<file path="src/hw/rtl/fixed_width_radix_digits_assert.svh">
// Assertion macros for the fixed-width radix digit formatter.
// Used by fwrd_cell and fixed_width_radix_digits; no other dependencies.
`ifndef FIXED_WIDTH_RADIX_DIGITS_ASSERT_SVH
`define FIXED_WIDTH_RADIX_DIGITS_ASSERT_SVH
`ifndef SYNTH
`define FWRD_ASSERT_IMP(label, clk, rst_n, a, c) \
  label: assert property (@(posedge clk) disable iff (!rst_n) (a) |-> (c)) \
    else $error("fwrd assertion failed");
`define FWRD_ASSERT_NXT(label, clk, rst_n, a, c) \
  label: assert property (@(posedge clk) disable iff (!rst_n) (a) |=> (c)) \
    else $error("fwrd assertion failed");
`else
`define FWRD_ASSERT_IMP(label, clk, rst_n, a, c)
`define FWRD_ASSERT_NXT(label, clk, rst_n, a, c)
`endif
`endif

</file>
<file path="src/hw/rtl/fwrd_pkg.sv">
// Shared constants and types for the fixed-width radix digit formatter.
// No dependencies.
`default_nettype none
package fwrd_pkg;
  localparam int MAX_DIGITS = 32;
  localparam int VALUE_BITS = 32;
  localparam int DIG_W      = 4;
  localparam int CNT_W      = $clog2(MAX_DIGITS + 1);
  localparam int POS_W      = 5;
  localparam int RADIX_W    = 5;
  localparam int ADDR_W     = 7;
  localparam int CHAR_W     = 7;
  localparam int BIT_CNT_W  = $clog2(VALUE_BITS + 1);
  localparam logic [CHAR_W-1:0] CH_ZERO    = 7'd48;
  localparam logic [CHAR_W-1:0] CH_LOWER_A = 7'd97;

  // Per-cycle shift control handed to every cell of the digit row.
  typedef struct packed {
    logic shift;
    logic load;
  } cell_ctl_t;

  function automatic logic [CHAR_W-1:0] ascii_of(input logic [DIG_W-1:0] d);
    logic [CHAR_W-1:0] c;
    if (d < 4'd10) c = CH_ZERO + {3'b000, d};
    else           c = CH_LOWER_A + {3'b000, d} - 7'd10;
    return c;
  endfunction
endpackage
`default_nettype wire

</file>
<file path="src/hw/rtl/fixed_width_radix_digits.sv">
// Top level of the fixed-width radix digit formatter.
// Depends on fwrd_pkg, fwrd_divider, fwrd_cell and the assertion header.
//
//  channel | ports                                           | direction
//  in      | in_valid/in_ready, value, digit_count, radix,   | request in
//          | start_address                                   |
//  out     | out_valid/out_ready, character, digit_position, | request out
//          | string_address, last_digit                      |
//
// Flow: each digit costs one divider pass, so a request of n digits takes n
// divider passes to convert, then n output digits at one per clock when
// out_ready stays high.
// Reset: rst_n synchronous active low clears control; the digit row needs no
// clearing since every cell read is written first in the same request.
// Stalls: out_ready low holds the current digit; in_ready stays low until the
// last digit of a request leaves.
`default_nettype none
`include "fixed_width_radix_digits_assert.svh"
module fixed_width_radix_digits (
  input  wire logic        clk,
  input  wire logic        rst_n,
  input  wire logic        in_valid,
  output logic             in_ready,
  input  wire logic [31:0] in_value,
  input  wire logic [5:0]  in_digit_count,
  input  wire logic [4:0]  in_radix,
  input  wire logic [6:0]  in_start_address,
  output logic             out_valid,
  input  wire logic        out_ready,
  output logic [6:0]       out_character,
  output logic [4:0]       out_digit_position,
  output logic [6:0]       out_string_address,
  output logic             out_last_digit
);
  localparam logic [1:0] ST_IDLE = 2'd0;
  localparam logic [1:0] ST_DIV  = 2'd1;
  localparam logic [1:0] ST_WAIT = 2'd2;
  localparam logic [1:0] ST_EMIT = 2'd3;

  localparam int ND = fwrd_pkg::MAX_DIGITS;

  logic [1:0]                       state_r;
  logic [fwrd_pkg::CNT_W-1:0]       n_r;
  logic [fwrd_pkg::CNT_W-1:0]       cnt_r;
  logic [fwrd_pkg::POS_W-1:0]       pos_r;
  logic [fwrd_pkg::RADIX_W-1:0]     radix_r;
  logic [fwrd_pkg::ADDR_W-1:0]      addr_r;
  logic [fwrd_pkg::VALUE_BITS-1:0]  quot_r;
  logic [fwrd_pkg::VALUE_BITS-1:0]  working_quotient_r;
  logic                             div_start;
  logic                             div_done;
  logic [fwrd_pkg::VALUE_BITS-1:0]  div_q;
  logic [fwrd_pkg::DIG_W-1:0]       div_rem;
  logic [fwrd_pkg::CNT_W-1:0]       n_sat;
  logic [fwrd_pkg::RADIX_W-1:0]     r_sat;
  fwrd_pkg::cell_ctl_t              ctl;
  logic [fwrd_pkg::DIG_W-1:0]       cell_out [ND];
  logic                             out_fire;

  // Saturate the count and clamp the radix as requested items allow any bits.
  always_comb begin
    if (in_digit_count > 6'(ND)) n_sat = fwrd_pkg::CNT_W'(ND);
    else                         n_sat = fwrd_pkg::CNT_W'(in_digit_count);
    if (in_radix < 5'd2)       r_sat = 5'd2;
    else if (in_radix > 5'd16) r_sat = 5'd16;
    else                       r_sat = in_radix;
  end

  assign in_ready  = (state_r == ST_IDLE);
  assign out_valid = (state_r == ST_EMIT);
  assign out_fire  = out_valid && out_ready;
  assign div_start = (state_r == ST_DIV);

  // Row of cells: each remainder enters at cell 0 and pushes the older digits
  // one cell up, so after n remainders the most significant digit sits at
  // cell 0 and the least significant at cell n-1.
  // During emission the row shifts down by one per accepted digit, so cell 0
  // always holds the digit on offer; only cell 0 is ever read.
  always_comb begin
    ctl.load  = 1'b0;
    ctl.shift = div_done || out_fire;
  end

  for (genvar g = 0; g < ND; g++) begin : g_cell
    logic [fwrd_pkg::DIG_W-1:0] sin;
    if (g == 0) begin : g_first
      assign sin = div_done ? div_rem : cell_out[1];
    end else if (g == ND - 1) begin : g_last
      assign sin = div_done ? cell_out[g-1] : '0;
    end else begin : g_mid
      assign sin = div_done ? cell_out[g-1] : cell_out[g+1];
    end
    fwrd_cell u_cell (
      .clk        (clk),
      .rst_n      (rst_n),
      .ctl        (ctl),
      .load_digit (div_rem),
      .shift_in   (sin),
      .digit      (cell_out[g])
    );
  end

  fwrd_divider u_div (
    .clk       (clk),
    .rst_n     (rst_n),
    .start     (div_start),
    .dividend  (quot_r),
    .divisor   (radix_r),
    .done      (div_done),
    .quotient  (div_q),
    .remainder (div_rem)
  );

  // Emit from the head of the row: it holds the most significant digit not
  // yet accepted.
  logic [fwrd_pkg::DIG_W-1:0] cur_digit;
  assign cur_digit = cell_out[0];

  assign out_character      = fwrd_pkg::ascii_of(cur_digit);
  assign out_digit_position = pos_r;
  assign out_string_address = addr_r;
  assign out_last_digit     = (cnt_r == fwrd_pkg::CNT_W'(1));

  always_ff @(posedge clk) begin
    if (!rst_n) begin
      state_r            <= ST_IDLE;
      cnt_r              <= '0;
      pos_r              <= '0;
      working_quotient_r <= '0;
    end else begin
      unique case (state_r)
        ST_IDLE: begin
          if (in_valid) begin
            quot_r  <= in_value;
            n_r     <= n_sat;
            cnt_r   <= n_sat;
            radix_r <= r_sat;
            addr_r  <= in_start_address;
            pos_r   <= '0;
            if (n_sat == '0) working_quotient_r <= in_value;
            else             state_r <= ST_DIV;
          end
        end
        ST_DIV: state_r <= ST_WAIT;
        ST_WAIT: begin
          if (div_done) begin
            quot_r <= div_q;
            if (cnt_r == fwrd_pkg::CNT_W'(1)) begin
              working_quotient_r <= div_q;
              cnt_r   <= n_r;
              state_r <= ST_EMIT;
            end else begin
              cnt_r   <= cnt_r - 1'b1;
              state_r <= ST_DIV;
            end
          end
        end
        ST_EMIT: begin
          if (out_ready) begin
            pos_r <= pos_r + 1'b1;
            cnt_r <= cnt_r - 1'b1;
            if (cnt_r == fwrd_pkg::CNT_W'(1)) state_r <= ST_IDLE;
          end
        end
        default: state_r <= ST_IDLE;
      endcase
    end
  end

  `FWRD_ASSERT_IMP(a_no_accept_busy, clk, rst_n, state_r != ST_IDLE, !in_ready)
  `FWRD_ASSERT_IMP(a_emit_cnt, clk, rst_n, out_valid, cnt_r != '0)
  `FWRD_ASSERT_IMP(a_done_waits, clk, rst_n, div_done, state_r == ST_WAIT)
  `FWRD_ASSERT_NXT(a_last_ends, clk, rst_n, out_fire && out_last_digit, state_r == ST_IDLE)
endmodule
`default_nettype wire

</file>
<file path="src/hw/rtl/fwrd_divider.sv">
// Bit-serial restoring divider: quotient and remainder of value by radix.
// Depends on fwrd_pkg.
`default_nettype none
module fwrd_divider (
  input  wire logic                            clk,
  input  wire logic                            rst_n,
  input  wire logic                            start,
  input  wire logic [fwrd_pkg::VALUE_BITS-1:0] dividend,
  input  wire logic [fwrd_pkg::RADIX_W-1:0]    divisor,
  output logic                                 done,
  output logic [fwrd_pkg::VALUE_BITS-1:0]      quotient,
  output logic [fwrd_pkg::DIG_W-1:0]           remainder
);
  logic [fwrd_pkg::VALUE_BITS-1:0] q_r;
  logic [fwrd_pkg::RADIX_W-1:0]    rem_r;
  logic [fwrd_pkg::BIT_CNT_W-1:0]  cnt_r;
  logic                            busy_r;
  logic [fwrd_pkg::RADIX_W:0]      trial;

  assign trial = {rem_r, q_r[fwrd_pkg::VALUE_BITS-1]};

  always_ff @(posedge clk) begin
    if (!rst_n) begin
      busy_r <= 1'b0;
      cnt_r  <= '0;
      done   <= 1'b0;
    end else begin
      done <= 1'b0;
      if (start) begin
        busy_r <= 1'b1;
        cnt_r  <= fwrd_pkg::BIT_CNT_W'(fwrd_pkg::VALUE_BITS);
        q_r    <= dividend;
        rem_r  <= '0;
      end else if (busy_r) begin
        // One quotient bit per cycle.
        if (trial >= {1'b0, divisor}) begin
          rem_r <= fwrd_pkg::RADIX_W'(trial - {1'b0, divisor});
          q_r   <= {q_r[fwrd_pkg::VALUE_BITS-2:0], 1'b1};
        end else begin
          rem_r <= trial[fwrd_pkg::RADIX_W-1:0];
          q_r   <= {q_r[fwrd_pkg::VALUE_BITS-2:0], 1'b0};
        end
        cnt_r <= cnt_r - 1'b1;
        if (cnt_r == fwrd_pkg::BIT_CNT_W'(1)) begin
          busy_r <= 1'b0;
          done   <= 1'b1;
        end
      end
    end
  end

  assign quotient  = q_r;
  assign remainder = rem_r[fwrd_pkg::DIG_W-1:0];
endmodule
`default_nettype wire

</file>
<file path="src/hw/rtl/fwrd_cell.sv">
// One cell of the digit row: holds one digit and passes it to its neighbor.
// Depends on fwrd_pkg and the assertion header.
`default_nettype none
`include "fixed_width_radix_digits_assert.svh"
module fwrd_cell (
  input  wire logic                       clk,
  input  wire logic                       rst_n,
  input  wire fwrd_pkg::cell_ctl_t        ctl,
  input  wire logic [fwrd_pkg::DIG_W-1:0] load_digit,
  input  wire logic [fwrd_pkg::DIG_W-1:0] shift_in,
  output logic [fwrd_pkg::DIG_W-1:0]      digit
);
  logic [fwrd_pkg::DIG_W-1:0] digit_r;

  // Load takes the newest digit and wins over shift; shift takes shift_in from a neighbor.
  always_ff @(posedge clk) begin
    if (ctl.load)       digit_r <= load_digit;
    else if (ctl.shift) digit_r <= shift_in;
  end

  assign digit = digit_r;

  `FWRD_ASSERT_IMP(a_ctl_excl, clk, rst_n, ctl.load, !ctl.shift)
  `FWRD_ASSERT_NXT(a_load_takes, clk, rst_n, ctl.load, digit_r == $past(load_digit))
  `FWRD_ASSERT_NXT(a_idle_hold, clk, rst_n, !ctl.load && !ctl.shift, $stable(digit_r))
endmodule
`default_nettype wire
</file>
<file path="config.mk">
export PLATFORM = sky130hd
export DESIGN_NAME = fixed_width_radix_digits
export DESIGN_NICKNAME = d
export VERILOG_FILES = /design/src/hw/rtl/fwrd_pkg.sv /design/src/hw/rtl/fixed_width_radix_digits.sv /design/src/hw/rtl/fwrd_divider.sv /design/src/hw/rtl/fwrd_cell.sv
export VERILOG_INCLUDE_DIRS = /design/src /design/src/hw/rtl
export SDC_FILE = /design/constraint.sdc
export NUM_CORES = 1
export LEC_CHECK = 0
export ABC_AREA = 1
export BUFFER_PORTS_ARGS = -buffer_cell sky130_fd_sc_hd__buf_2
export CORE_UTILIZATION = 30
export DETAILED_ROUTE_END_ITERATION = 6
export PLACE_DENSITY = 0.53
export SETUP_SLACK_MARGIN = 0.02
export SLEW_MARGIN = 0
export SYNTH_ARGS = -nofsm -noshare
export SYNTH_HDL_FRONTEND = slang
export SYNTH_SLANG_ARGS = --single-unit
</file>
<file path="constraint.sdc">
create_clock -name clk -period 3.9 [get_ports clk]
set_input_delay 0.78 -clock clk [delete_from_list [all_inputs] [get_ports clk]]
set_output_delay 0.78 -clock clk [all_outputs]
set_load 0.01 [all_outputs]
</file>
==> results.json, run 1 <==
{
  "cts_made_buffers": 27,
  "rsz0062_at_grt": "false",
  "synth_flop_cell": "edfxtp_1",
  "wl_um": 19300,
  "ys_warn_count": 0,
  "mostFrequentLayoutCells": "nand2_1, edfxtp_1, o21ai_0, inv_1, buf_2",
  "worstSetupEndpointType": "register",
  "start_kind": "register",
  "setup_violations": 0,
  "syn2layout_area_growth_pct": 15.3,
  "port_buffers": 74,
  "grt_first_pass_wirelength_um": 32800,
  "hold_buffers": 0,
  "drt-wirelength-per-cell_um": 12.4,
  "syn_nets": 1100,
  "r2r_slack_ns": 1.34,
  "dieHeight_um": 189,
  "fin_crit_ns": 2.56,
  "antenna_found_initial": 0,
  "irDropWorstVdd_uv": 360,
  "drive_gt1_share_pct": 12.1,
  "clkLatencyLatePin_ns": 0.54,
  "post_cts_buffers": 0,
  "min_path_type": "input port to register",
  "path_clk_slew_ns": 0.06,
  "worstPathArrival_ns": 2.77,
  "fin_skew_ns": 0.0211,
  "dpl_cell_area_mm2": 0.0113,
  "fmax_mhz": 390,
  "grt_max_degree": 104,
  "finalMaxSlewViolations": 0,
  "rows": 67,
  "n_fill_cell": 3508,
  "fin_tns_setup_ns": 0,
  "tightest_slew_ns": 0.987,
  "required_ns": 4.11,
  "synth-seq-area-share_pct": 65.9,
  "tritoncts": "yes",
  "clockBufferDepth": 3,
  "dp_hpwl_um": 11800,
  "synth_cell_type_count": 36,
  "clockRootBuffer": "clkbuf_16",
  "die_x_um": 189,
  "ios": 76,
  "grt_use_total_pct": 11.0,
  "detail-route-antenna-nets": 0,
  "initial_core_util_pct": 30.8,
  "critPathMaxFanout": 60,
  "maxCapViolCount": 0,
  "clkSinkCount": 236,
  "place.gp.congestion": 0.768,
  "overflow": 0,
  "post-route-period-util_pct": 65.7,
  "power_leakage_nw": 4.85,
  "syn_area_mm2": 0.0104,
  "power.total_w": 0.00750,
  "grt_pass1_vias": 6867,
  "maxSlewHeadroom_pct": 34.1,
  "firstDrtPassIters": 5,
  "dp_worst_setup_slack_ns": 1.30,
  "htreeDepth": 1,
  "power.density_mw_per_mm2": 623,
  "syn_inst": 1034,
  "viasPerCell": 4.43,
  "final_cell_area_mm2": 0.0120,
  "status": "finished, final reports clean",
  "final_net_count": 1163,
  "antenna-diode-count": 0,
  "async_flop_share_pct": 0,
  "cts-resized-gates": 0,
  "synth_seq_cells": 236,
  "synth_edf_count": 215,
  "die-area_mm2": 0.0355,
  "finalHoldViolations": 0,
  "layout_commonest_cell": "nand2_1",
  "core-area_mm2": 0.0339,
  "drt_first_iter_violations": 508,
  "syn_avg_cell_area_um2": 10.1,
  "vias": 6927,
  "fin_ws_ns": 1.34,
  "drc": 0,
  "critPathKind": "register to register"
}
[metal layers]
metal	track usage (%)	vias to the layer above	routed length [um]
met1	15.5	3234	9700
met4	2.64	0	401
met3	1.88	25	686
li1	-	3561	-
met2	17.5	107	8550
met5	0	-	0
[cell usage after synthesis (2+ instances only)]
cell      instances  area [um^2]
buf_4             2         15.0
nor3_1           11         55.1
edfxtp_1        215         6460
clkbuf_1         30          113
xnor2_1           3         26.3
a31oi_1           2         12.5
o21ai_1          10         50.1
nand4_1           9         56.3
o21ai_0         169          846
buf_6             2         22.5
nor2_2            2         12.5
dfxtp_1          21          420
buf_2            11         55.1
a21oi_1          15         75.1
buf_1             3         11.3
nor2_4            2         22.5
nand2_4           4         45.0
inv_1           130          488
xor2_1            3         26.3
nor2_1           46          173
nand3_1          13         65.1
nand2_1         303         1140
inv_2             4         15.0
nand2_2           2         12.5
ha_1             11          138
[flip-flops by register name (all words and copies together), names as in the netlist, 2 cells and up]
name	flops
g_cell.u_cell.digit	128
quot_r	32
u_div.quotient	32
out_string_address	7
cnt_r	6
n_r	6
u_div.cnt_r	6
out_digit_position	5
radix_r	5
u_div.rem_r	5
state_r	2
[kinds of logic (layout without fill, tap and decap cells)]
group | count (synthesis) | count (layout) | synth area share [%]
compound gates | 200 | 200 | 9.71
xor+xnor | 6 | 6 | 0.504
other cells | 1 | 1 | 0.0359
flops | 236 | 236 | 65.9
fa+ha+maj | 12 | 12 | 1.51
simple gates | 396 | 396 | 15.4
buf+inv | 183 | 264 | 6.95
[final cells by class]
class | count | area [um^2] | area share [%]
Clock buffer | 33 | 698 | 5.80
Clock inverter | 14 | 80.1 | 0.665
Inverter | 135 | 510 | 4.24
Multi-Input combinational cell | 615 | 2860 | 23.8
Sequential cell | 236 | 6880 | 57.2
Tap cell | 448 | 561 | 4.66
Timing Repair Buffer | 82 | 443 | 3.68
[power breakdown]
part,internal (W),switching [W]
combinational,0.000517,0.00113
sequential,0.00339,0.000198
clock,0.00127,0.000993
total,0.00518,0.00232
[worst max-delay path, stage by stage (launching register included)]
cell	delay (ns)
dfxtp_4	0.60
clkinv_2	0.43
nand2_4	0.74
buf_4	0.40
[metrics by stage]
step           hold WS [ns]  std cells  utilization, %
6_report              0.409       1563            35.5
2_1_floorplan         0.443       1034               -
3_3_place_gp          0.473       1516            33.2
5_1_grt               0.393       1563            35.5
3_5_place_dp          0.472       1516            33.2
4_1_cts               0.380       1563            35.5
[final timing paths]
kind                       start  cells after the start                         end
max                   u_div.done                      3  g_cell[11].u_cell.digit[2]
min          in_start_address[0]                      1       out_string_address[0]
max reg2reg           u_div.done                      3  g_cell[11].u_cell.digit[2]
min reg2reg         u_div.busy_r                      2                  u_div.done
Note: power is estimated with default switching activity, not from simulation.
==> run 2, diff against run 1 <==
Settings changed: PLACE_DENSITY 0.53 to 0.51.
Clock period 3.9 ns to 2.6 ns, I/O delays scaled along.
==> results.json, run 2 (synthesis gave the netlist of run 1 again) <==
{
  "holdWs_ns": 0.145,
  "vias": 6962,
  "syn2layout_area_growth_pct": 16.8,
  "clockBufferDepth": 3,
  "n_fill_cell": 3495,
  "worstPathArrival_ns": 1.72,
  "fin_tns_setup_ns": 0,
  "p_sw_share_pct": 30.2,
  "post_cts_buffers": 0,
  "die_x_um": 189,
  "viasPerCell": 4.45,
  "antenna_found_initial": 0,
  "met3WireLength_um": 896,
  "layout_commonest_cell": "nand2_1",
  "cts-resized-gates": 0,
  "maxCapViolCount": 0,
  "critical_path.cell_chain": "inv_1 -> a21oi_1 -> inv_1 -> o21ai_0 -> buf_2",
  "wl_um": 19500,
  "tritoncts": "yes",
  "power.density_mw_per_mm2": 956,
  "tightest_slew_ns": 0.524,
  "fin_crit_ns": 2.24,
  "htreeDepth": 1,
  "drt-wirelength-per-cell_um": 12.5,
  "switching_power_w": 0.00352,
  "start_kind": "register",
  "wl_met2_um": 8200,
  "worstSetupEndpointType": "primary output",
  "final_net_count": 1164,
  "pwr-share-clk_pct": 31.8,
  "status": "finished, final reports clean",
  "fin_skew_ns": 0.0266,
  "place.gp.congestion": 0.739,
  "setup_violations": 0,
  "clkSinkCount": 236,
  "finalHoldViolations": 0,
  "required_ns": 2.08,
  "dpl_cell_area_mm2": 0.0113,
  "core-area_mm2": 0.0339,
  "critical_path_buf_inv_count": 3,
  "firstDrtPassIters": 7,
  "drive_gt1_share_pct": 12.5,
  "die-area_mm2": 0.0355,
  "p_int_w": 0.00814,
  "port_buffers": 74,
  "critPathMostFrequentCell": "inv_1",
  "cpLargestDelayFamily": "compound AO/OA/AOI/OAI gates",
  "power_leakage_nw": 4.93,
  "drc": 0,
  "hold_buffers": 0,
  "critPathMaxFanout": 5,
  "dieHeight_um": 189,
  "detail-route-antenna-nets": 0,
  "grt_use_total_pct": 11.1,
  "drt_first_iter_violations": 526,
  "max_stage_delay_ns": 0.35,
  "largest_reg_flops": 128,
  "rsz0062_at_grt": "false",
  "slowest_stage": "a21oi_1",
  "initial_core_util_pct": 30.8,
  "finalMaxSlewViolations": 0,
  "antenna-diode-count": 0,
  "grt_max_degree": 128,
  "pwr-share-comb_pct": 22.1,
  "grt_pass1_vias": 6723,
  "mostFrequentLayoutCells": "nand2_1, edfxtp_1, o21ai_0, inv_1, buf_2",
  "topRoutingLayerUsed": "met4",
  "maxSlewHeadroom_pct": 65.1,
  "fmax_mhz": 446,
  "clkLatencyLatePin_ns": 0.55,
  "rows": 67,
  "final_cell_area_mm2": 0.0122,
  "min_path_type": "input port to register",
  "post-route-period-util_pct": 86.2,
  "path_clk_slew_ns": 0.06,
  "critPathKind": "register to primary output",
  "overflow": 0,
  "power.total_w": 0.0117,
  "drt-met1-wl_um": 10100,
  "cts_made_buffers": 27,
  "dp_hpwl_um": 11800,
  "irDropWorstVdd_uv": 573,
  "grt_first_pass_wirelength_um": 33000,
  "clockRootBuffer": "clkbuf_16",
  "seq_power_share_pct": 46.1,
  "ios": 76
}
-- run 2: cell types whose count changed in the layout (fill, tap and decap cells not counted), sizes merged --
cell	delta
inv	-1
buf	+1
clkinv	-2
clkbuf	+1
bufinv	+3
clkinvlp	-1
-- run 2: worst paths after layout --
path	from	endpoint	slack, ns	cells past startpoint
max reg2reg	u_div.rem_r[2]	u_div.rem_r[1]	0.44	7
max	g_cell[0].u_cell.digit[1]	out_character[1]	0.36	5
min reg2reg	u_div.busy_r	u_div.done	0.47	2
min	in_start_address[3]	out_string_address[3]	0.14	1
-- run 2: stage by stage --
| step | std cells | worst slack [ns] | utilization [%] |
|---|---|---|---|
| 2_1_floorplan | 1034 | 0.184 | - |
| 5_1_grt | 1564 | 0.175 | 36.0 |
| 3_3_place_gp | 1517 | 0.508 | 33.5 |
| 4_1_cts | 1564 | 0.318 | 36.0 |
| 6_report | 1564 | 0.358 | 36.0 |
| 3_5_place_dp | 1517 | 0.469 | 33.5 |
-- run 2: area by class of cell --
cell class	count	area (um^2)	area share, %
multi-input combinational	615	2860	23.5
inverter	135	510	4.19
timing repair buffer	83	526	4.31
tap	448	561	4.60
clock buffer	34	702	5.76
clock inverter	13	150	1.23
sequential	236	6880	56.4
-- run 2: layer usage --
metal | vias up | track usage, %
met1 | 3245 | 16.4
met2 | 130 | 16.5
li1 | 3562 | -
met3 | 25 | 2.09
met5 | - | 0
met4 | 0 | 2.67
-- run 2: power by group through the flow --
stage,registers (W),clock network (W),logic [W]
floorplan,0.00538,0,0.00196
finish,0.00538,0.00371,0.00257
detailed placement,0.00545,0,0.00260
global route,0.00545,0.00396,0.00299
global placement,0.00544,0,0.00259
CTS,0.00538,0.00382,0.00261
